File: config.mk
export PLATFORM = sky130hd
export DESIGN_NAME = recursive_mutex_fifo_handoff
export DESIGN_NICKNAME = d
export VERILOG_FILES = /design/src/rtl/rmfh_pkg.sv /design/src/rtl/recursive_mutex_fifo_handoff.sv /design/src/rtl/rmfh_ctrl.sv /design/src/rtl/rmfh_dp.sv
export SDC_FILE = /design/constraint.sdc
export NUM_CORES = 1
export LEC_CHECK = 0
export BUFFER_PORTS_ARGS = -buffer_cell sky130_fd_sc_hd__clkbuf_2
export CORE_ASPECT_RATIO = 1.5
export CORE_MARGIN = 2
export CORE_UTILIZATION = 50
export DETAILED_ROUTE_END_ITERATION = 6
export PLACE_DENSITY = 0.71
export SYNTH_ARGS = -nofsm -noshare
export SYNTH_HDL_FRONTEND = slang
export SYNTH_SLANG_ARGS = --single-unit
File: constraint.sdc
create_clock -name clk -period 4 [get_ports clk]
set_clock_uncertainty 0.05 [all_clocks]
set_input_delay 1 -clock clk [delete_from_list [all_inputs] [get_ports clk]]
set_output_delay 1 -clock clk [all_outputs]
set_load 0.005 [all_outputs]
File: src/rtl/rmfh_pkg.sv
// Shared types and codes for the recursive mutex with FIFO wait queue.
// No dependencies; imported by the controller, datapath, top level and checker.
`timescale 1ns / 1ps

package rmfh_pkg;

	// Request kind carried on s_tuser
	localparam logic CMD_LOCK   = 1'b0;
	localparam logic CMD_UNLOCK = 1'b1;

	// Fixed field widths
	localparam int TID_W   = 4;
	localparam int DEPTH_W = 8;
	localparam int DEPTH_HW_MAX = 255;
	localparam int SLOT_HW_MAX  = 16;

	// Result status carried on m_tuser
	typedef enum logic [3:0] {
		ST_ACQUIRED   = 4'd0,
		ST_NESTED     = 4'd1,
		ST_QUEUED     = 4'd2,
		ST_LOWERED    = 4'd3,
		ST_FREED      = 4'd4,
		ST_HANDOFF    = 4'd5,
		ST_NOT_OWNER  = 4'd6,
		ST_QUEUE_FULL = 4'd7,
		ST_NEST_SAT   = 4'd8
	} status_t;

	// Controller to datapath commands
	typedef struct packed {
		logic load_req;  // capture the incoming request
		logic exec;      // apply the held request and load the result register
	} ctrl_cmd_t;

endpackage

File: src/rtl/recursive_mutex_fifo_handoff.sv
// Top level of the recursive mutex with FIFO wait queue and ownership handoff.
// Depends on rmfh_pkg, rmfh_ctrl and rmfh_dp.
`timescale 1ns / 1ps

// Each lock or unlock request is first captured into the request register, then applied:
// owner, depth and wait queue are updated and the result register is loaded.
// One request is in work at a time; the result register lets the next request be
// captured while an earlier result still waits for m_tready. The wait queue holds
// min(QUEUE_DEPTH, 16) task IDs, the nesting depth saturates at min(NEST_LIMIT, 255).
// Reset clears owner, depth and queue pointers at once; no clearing pass is needed.

module recursive_mutex_fifo_handoff
	import rmfh_pkg::*;
#(
	parameter int QUEUE_DEPTH = 16,
	parameter int NEST_LIMIT  = 255
) (
	input  logic        clk,
	input  logic        arst_n,
	input  logic        s_tvalid,
	output logic        s_tready,
	input  logic [7:0]  s_tdata,   // [3:0] task_id, [7:4] zero
	input  logic [0:0]  s_tuser,   // [0] cmd
	output logic        m_tvalid,
	input  logic        m_tready,
	output logic [23:0] m_tdata,   // [0] woken_valid, [4:1] woken_task, [8:5] owner_task,
	                               // [16:9] lock_depth, [23:17] zero
	output logic [3:0]  m_tuser    // [3:0] status
);

	ctrl_cmd_t          cmd;
	status_t            status;
	logic               woken_valid;
	logic [TID_W-1:0]   woken_task;
	logic [TID_W-1:0]   owner_task;
	logic [DEPTH_W-1:0] lock_depth;

	rmfh_ctrl u_ctrl (
		.clk      (clk),
		.arst_n   (arst_n),
		.s_tvalid (s_tvalid),
		.s_tready (s_tready),
		.m_tvalid (m_tvalid),
		.m_tready (m_tready),
		.cmd      (cmd)
	);

	rmfh_dp #(
		.QUEUE_DEPTH (QUEUE_DEPTH),
		.NEST_LIMIT  (NEST_LIMIT)
	) u_dp (
		.clk             (clk),
		.arst_n          (arst_n),
		.cmd             (cmd),
		.in_cmd          (s_tuser[0]),
		.in_tid          (s_tdata[TID_W-1:0]),
		.out_status      (status),
		.out_woken_valid (woken_valid),
		.out_woken_task  (woken_task),
		.out_owner       (owner_task),
		.out_depth       (lock_depth)
	);

	// Result packing
	assign m_tdata = {7'd0, lock_depth, owner_task, woken_task, woken_valid};
	assign m_tuser = status;

endmodule

File: src/rtl/rmfh_ctrl.sv
// Controller for the recursive mutex: request handshake, sequencing and result valid.
// Depends on rmfh_pkg; drives rmfh_dp through a ctrl_cmd_t command bundle.
`timescale 1ns / 1ps

module rmfh_ctrl
	import rmfh_pkg::*;
(
	input  logic      clk,
	input  logic      arst_n,
	input  logic      s_tvalid,
	output logic      s_tready,
	output logic      m_tvalid,
	input  logic      m_tready,
	output ctrl_cmd_t cmd
);

	typedef enum logic [1:0] {
		S_IDLE = 2'b01,
		S_EXEC = 2'b10
	} state_t;

	state_t state_q, state_d;
	logic   out_valid_q;
	logic   out_free;

	// Result slot can take a new result when empty or being drained
	assign out_free = !out_valid_q || m_tready;
	assign s_tready = (state_q == S_IDLE);
	assign m_tvalid = out_valid_q;

	assign cmd.load_req = s_tvalid && s_tready;
	assign cmd.exec     = (state_q == S_EXEC) && out_free;

	// Next state
	always_comb begin
		state_d = state_q;
		case (state_q)
			S_IDLE: begin
				if (cmd.load_req) state_d = S_EXEC;
			end
			S_EXEC: begin
				if (cmd.exec) state_d = S_IDLE;
			end
			default: state_d = S_IDLE;
		endcase
	end

	// State and result valid
	always_ff @(posedge clk or negedge arst_n) begin
		if (!arst_n) begin
			state_q     <= S_IDLE;
			out_valid_q <= 1'b0;
		end else begin
			state_q <= state_d;
			if (cmd.exec) out_valid_q <= 1'b1;
			else if (m_tready) out_valid_q <= 1'b0;
		end
	end

endmodule

File: src/rtl/rmfh_dp.sv
// Datapath for the recursive mutex: request register, owner/depth state, wait queue, result.
// Depends on rmfh_pkg; sequenced by rmfh_ctrl.
`timescale 1ns / 1ps

module rmfh_dp
	import rmfh_pkg::*;
#(
	parameter int QUEUE_DEPTH = 16,
	parameter int NEST_LIMIT  = 255
) (
	input  logic               clk,
	input  logic               arst_n,
	input  ctrl_cmd_t          cmd,
	input  logic               in_cmd,
	input  logic [TID_W-1:0]   in_tid,
	output status_t            out_status,
	output logic               out_woken_valid,
	output logic [TID_W-1:0]   out_woken_task,
	output logic [TID_W-1:0]   out_owner,
	output logic [DEPTH_W-1:0] out_depth
);

	localparam int CAP       = (QUEUE_DEPTH < SLOT_HW_MAX) ? QUEUE_DEPTH : SLOT_HW_MAX;
	localparam int IDX_W     = (CAP > 1) ? $clog2(CAP) : 1;
	localparam int FILL_W    = $clog2(CAP + 1);
	localparam int DEPTH_MAX = (NEST_LIMIT < DEPTH_HW_MAX) ? NEST_LIMIT : DEPTH_HW_MAX;

	localparam logic [IDX_W-1:0]   LAST_SLOT = IDX_W'(CAP - 1);
	localparam logic [FILL_W-1:0]  FILL_CAP  = FILL_W'(CAP);
	localparam logic [DEPTH_W-1:0] DEPTH_TOP = DEPTH_W'(DEPTH_MAX);
	localparam logic [DEPTH_W-1:0] DEPTH_ONE = DEPTH_W'(1);

	// Held request
	logic             req_cmd_q;
	logic [TID_W-1:0] req_tid_q;

	// Mutex state
	logic [DEPTH_W-1:0] depth_q, depth_d;
	logic [TID_W-1:0]   owner_q, owner_d;
	logic [IDX_W-1:0]   head_q, head_d;
	logic [IDX_W-1:0]   tail_q, tail_d;
	logic [FILL_W-1:0]  fill_q, fill_d;
	logic [TID_W-1:0]   queue_q [CAP];

	logic               push;
	logic               woke;
	logic [TID_W-1:0]   woke_id;
	status_t            status_d;

	// Request decode and next state
	always_comb begin
		logic               held;
		logic               is_owner;
		logic [DEPTH_W-1:0] dec;
		held     = (depth_q != '0);
		is_owner = held && (owner_q == req_tid_q);
		dec      = depth_q - DEPTH_ONE;
		depth_d  = depth_q;
		owner_d  = owner_q;
		head_d   = head_q;
		tail_d   = tail_q;
		fill_d   = fill_q;
		push     = 1'b0;
		woke     = 1'b0;
		woke_id  = '0;
		status_d = ST_NOT_OWNER;
		if (req_cmd_q == CMD_LOCK) begin
			if (!held) begin
				depth_d  = DEPTH_ONE;
				owner_d  = req_tid_q;
				status_d = ST_ACQUIRED;
			end else if (is_owner) begin
				if (depth_q >= DEPTH_TOP) begin
					status_d = ST_NEST_SAT;
				end else begin
					depth_d  = depth_q + DEPTH_ONE;
					status_d = ST_NESTED;
				end
			end else if (fill_q >= FILL_CAP) begin
				status_d = ST_QUEUE_FULL;
			end else begin
				push     = 1'b1;
				tail_d   = (tail_q == LAST_SLOT) ? '0 : tail_q + IDX_W'(1);
				fill_d   = fill_q + FILL_W'(1);
				status_d = ST_QUEUED;
			end
		end else if (is_owner) begin
			if (dec != '0) begin
				depth_d  = dec;
				status_d = ST_LOWERED;
			end else if (fill_q == '0) begin
				depth_d  = '0;
				owner_d  = '0;
				status_d = ST_FREED;
			end else begin
				// Hand ownership to the oldest waiter
				woke     = 1'b1;
				woke_id  = queue_q[head_q];
				head_d   = (head_q == LAST_SLOT) ? '0 : head_q + IDX_W'(1);
				fill_d   = fill_q - FILL_W'(1);
				owner_d  = woke_id;
				depth_d  = DEPTH_ONE;
				status_d = ST_HANDOFF;
			end
		end
	end

	// Request capture, queue storage and result register (payload, no reset)
	always_ff @(posedge clk) begin
		if (cmd.load_req) begin
			req_cmd_q <= in_cmd;
			req_tid_q <= in_tid;
		end
		if (cmd.exec && push) queue_q[tail_q] <= req_tid_q;
		if (cmd.exec) begin
			out_status      <= status_d;
			out_woken_valid <= woke;
			out_woken_task  <= woke_id;
			out_owner       <= (depth_d != '0) ? owner_d : '0;
			out_depth       <= depth_d;
		end
	end

	// Mutex control state
	always_ff @(posedge clk or negedge arst_n) begin
		if (!arst_n) begin
			depth_q <= '0;
			owner_q <= '0;
			head_q  <= '0;
			tail_q  <= '0;
			fill_q  <= '0;
		end else if (cmd.exec) begin
			depth_q <= depth_d;
			owner_q <= owner_d;
			head_q  <= head_d;
			tail_q  <= tail_d;
			fill_q  <= fill_d;
		end
	end

endmodule

==> results.json <==
{
  "grt_start_max_net_pins": 33,
  "crit_path_end_kind": "register",
  "design.core.area_um2": 10900,
  "post-route-drc-count": 0,
  "sw_frac_of_total": 0.275,
  "setup_viol": 0,
  "post_cts.repair.setup_buffers": 0,
  "crit_arrival_ns": 3.42,
  "die-area_um2": 12000,
  "worst_skew_late_latency_ns": 0.42,
  "cts_inserted_buffers": 17,
  "placed_cells": 572,
  "design.final.nets": 469,
  "r2r_slack_ns": 0.58,
  "timing.hold.worst.class": "register to register",
  "place.gp.congestion": 0.911,
  "holdBufCountCts": 0,
  "power.share.clock": 0.435,
  "final_cells": 604,
  "reg2regPathDepth": 8,
  "syn_std_cell_area_um2": 5560,
  "floorplan.io_pins": 43,
  "rsz0062_at_grt": "no",
  "net-switching-power_uw": 1020,
  "cts.reportedPaths.clkPinSlew_ns": 0.06,
  "die_w_um": 90.1,
  "postLayoutCellArea_um2": 6410,
  "worst_hold_startpoint": "u_dp.fill_q[3]$_DFFE_PN0P_",
  "place_area_um2": 5790,
  "timing.hold.worst_path_depth": 2,
  "crit_fanout": 10,
  "grt_use_total": 0.213,
  "postSynth.asyncResetShare": 0.237,
  "synth-edff-count": 90,
  "cellInternalPower_uw": 2680,
  "grt_first_pass_wirelength_mm": 19.3,
  "pwr_density_cell_nw_per_um2": 577,
  "max_cap_violations": 0,
  "period_minus_slack_ns": 3.42,
  "average_cell_area_after_synthesis_um2": 13.5,
  "ys_seq_area_frac": 0.612,
  "drt_iter0_markers": 316,
  "status": "finished, final reports clean",
  "mostFrequentLayoutCell": "edfxtp_1",
  "cts_tree": "built",
  "grt_pass1_vias": 3603,
  "timing_max_transition_violations_final": 0,
  "numPortBuffers": 31,
  "synth_warnings": 0,
  "timing_worst_slew_pin_value_ns": 0.850,
  "timing.setup.tns_ns": 0,
  "detailroute.via_count": 3489,
  "route.detailed.vias_per_inst": 5.78,
  "fraction_of_layout_instances_using_a_drive_strength_above_1": 0.230,
  "grt_remaining_overflow": 0,
  "cts.repair.resized": 0,
  "timing.final.crit_share": 0.854,
  "timing.critical_path.from_type": "register",
  "r2r-start": "u_dp.depth_q[0]$_DFFE_PN0P_",
  "detailed_place_hpwl_mm": 7.97,
  "comb_power_share": 0.142,
  "grt_antenna_before_repair": 0,
  "wire_length_reported_by_the_detailed_router_mm": 11.8,
  "area_growth_syn_to_layout_pct": 15.4,
  "syn-instance-count": 411,
  "dieHeight_um": 133,
  "synth.distinct_cells": 62,
  "dominantRegCellSynth": "edfxtp_1",
  "num_rows": 47,
  "post_route_ant_nets": 0,
  "power.ir.vdd_worst_uv": 427,
  "ys_ff_latch": 118,
  "total_leakage_power_uw": 0.00237,
  "whs_endpoint": "u_dp.fill_q[3]$_DFFE_PN0P_",
  "crit_type": "register to register",
  "slew-limit-headroom": 0.433,
  "floorplan.initialDensity": 0.508,
  "cts_max_level": 4,
  "drtPass1Iterations": 5,
  "crit_required_ns": 4.00,
  "ant_diodes": 0,
  "highest_count_cells_in_the_layout_ignoring_fill_and_taps": "edfxtp_1 (90), nand2_1 (42), clkbuf_2 (31), dfrtp_1 (27), nor2_1 (22)",
  "route.detailed.wl_per_inst_um": 19.5,
  "seq_power_share": 0.423,
  "finalHoldViolCount": 0,
  "cts-root-to-sink-buffers": 2,
  "clock-root-buffer": "clkbuf_16",
  "maximum_frequency_from_static_timing_analysis_mhz": 293,
  "regToRegEndpoint": "u_dp.queue_q[3][1]$_DFFE_PP_",
  "clock_sink_count": 118
}
[registers in the layout, summed over array words and instances, names as in the netlist]
name,flops
u_dp.req_tid_q,4
u_dp.owner_q,4
u_dp.depth_q,8
u_dp.req_cmd_q,1
u_dp.out_owner,4
u_dp.out_woken_task,4
u_ctrl.m_tvalid,1
u_dp.head_q,4
u_dp.tail_q,4
u_dp.out_status,4
u_dp.fill_q,5
u_dp.out_woken_valid,1
u_ctrl.state_q,2
u_dp.queue_q,64
u_dp.out_depth,8
[cell type report]
class                   instances  area [µm²]
clock buffers                  18         429
clock inverters                14         198
fillers                       864        4520
inverters                      14        52.6
multi-input cells             256        1950
flip-flops and latches        118        3400
well taps                     147         184
repair buffers                 37         200
[power groups by stage]
| stage | combinational, µW | clock, µW | sequential (µW) |
|---|---|---|---|
| finish | 525 | 1610 | 1570 |
| global route | 595 | 1680 | 1590 |
| CTS | 527 | 1630 | 1560 |
| detailed placement | 518 | 0 | 1590 |
| global placement | 499 | 0 | 1580 |
| floorplan | 449 | 0 | 1510 |
[how the worst max path moves through the flow]
stage	from	endpoint	slack, ns	cells past startpoint
2_1_floorplan	m_tready	u_dp.depth_q[5]$_DFFE_PN0P_	1.24	7
3_3_place_gp	u_dp.depth_q[0]$_DFFE_PN0P_	u_dp.queue_q[3][3]$_DFFE_PP_	0.78	8
3_5_place_dp	u_dp.depth_q[0]$_DFFE_PN0P_	u_dp.queue_q[3][3]$_DFFE_PP_	0.62	8
4_1_cts	u_dp.depth_q[0]$_DFFE_PN0P_	u_dp.queue_q[3][0]$_DFFE_PP_	0.61	8
5_1_grt	u_dp.depth_q[0]$_DFFE_PN0P_	u_dp.queue_q[3][0]$_DFFE_PP_	0.36	8
6_report	u_dp.depth_q[0]$_DFFE_PN0P_	u_dp.queue_q[3][1]$_DFFE_PP_	0.58	8
[layer usage]
metal / vias to the layer above / share of wire / GRT usage
li1: 1609 / - / -
met1: 1745 / 0.37 / 0.236
met2: 110 / 0.56 / 0.391
met3: 25 / 0.035 / 0.0390
met4: 0 / 0.030 / 0.105
met5: - / 0 / 0
[critical path: stages (launching register included)]
cell     delay, ns
dfrtp_1       0.47
inv_1         0.13
ha_1          0.28
or3b_1        0.26
or2_1         0.31
nand2_1       0.16
nor4_4        0.50
nand2_1       0.30
nor3_1        0.59
[per-stage QoR]
stage          worst slack (ns)  hold slack, ns  power, µW  utilization
2_1_floorplan              1.24           0.418       1960            -
5_1_grt                   0.358           0.491       3860        0.586
6_report                  0.582           0.469       3700        0.586
3_3_place_gp              0.775           0.431       2080        0.529
3_5_place_dp              0.619           0.459       2100        0.529
4_1_cts                   0.608           0.471       3720        0.586
[synthesized netlist by cell type (all sizes together) (4+ instances only)]
| cell type | number | area [µm²] |
|---|---|---|
| nand2b | 4 | 25.0 |
| nand3 | 13 | 65.1 |
| a21o | 5 | 37.5 |
| nand2 | 42 | 158 |
| clkbuf | 6 | 22.5 |
| mux4 | 20 | 450 |
| buf | 23 | 155 |
| ha | 11 | 138 |
| nand4 | 5 | 31.3 |
| and2 | 7 | 43.8 |
| nor3 | 11 | 65.1 |
| xnor2 | 12 | 105 |
| nor2 | 24 | 100 |
| inv | 14 | 52.6 |
| nor4 | 5 | 52.6 |
| edfxtp | 90 | 2700 |
| a21oi | 22 | 118 |
| o21ai | 21 | 105 |
| dfrtp | 27 | 676 |
[logic make-up (layout without fill, tap and decap cells)]
group,after synthesis,after routing,share of synthesized area
and+or+nand+nor,129,129,0.124
DFF,118,118,0.612
AOI/OAI and AO/OA,69,69,0.0810
buffers and inverters,43,83,0.0414
muxes,24,24,0.0889
xor gates and xnor gates,15,15,0.0236
adders and majority gates,12,12,0.0284
other,1,7,0.000675
Note: power is estimated with default switching activity, not from simulation.
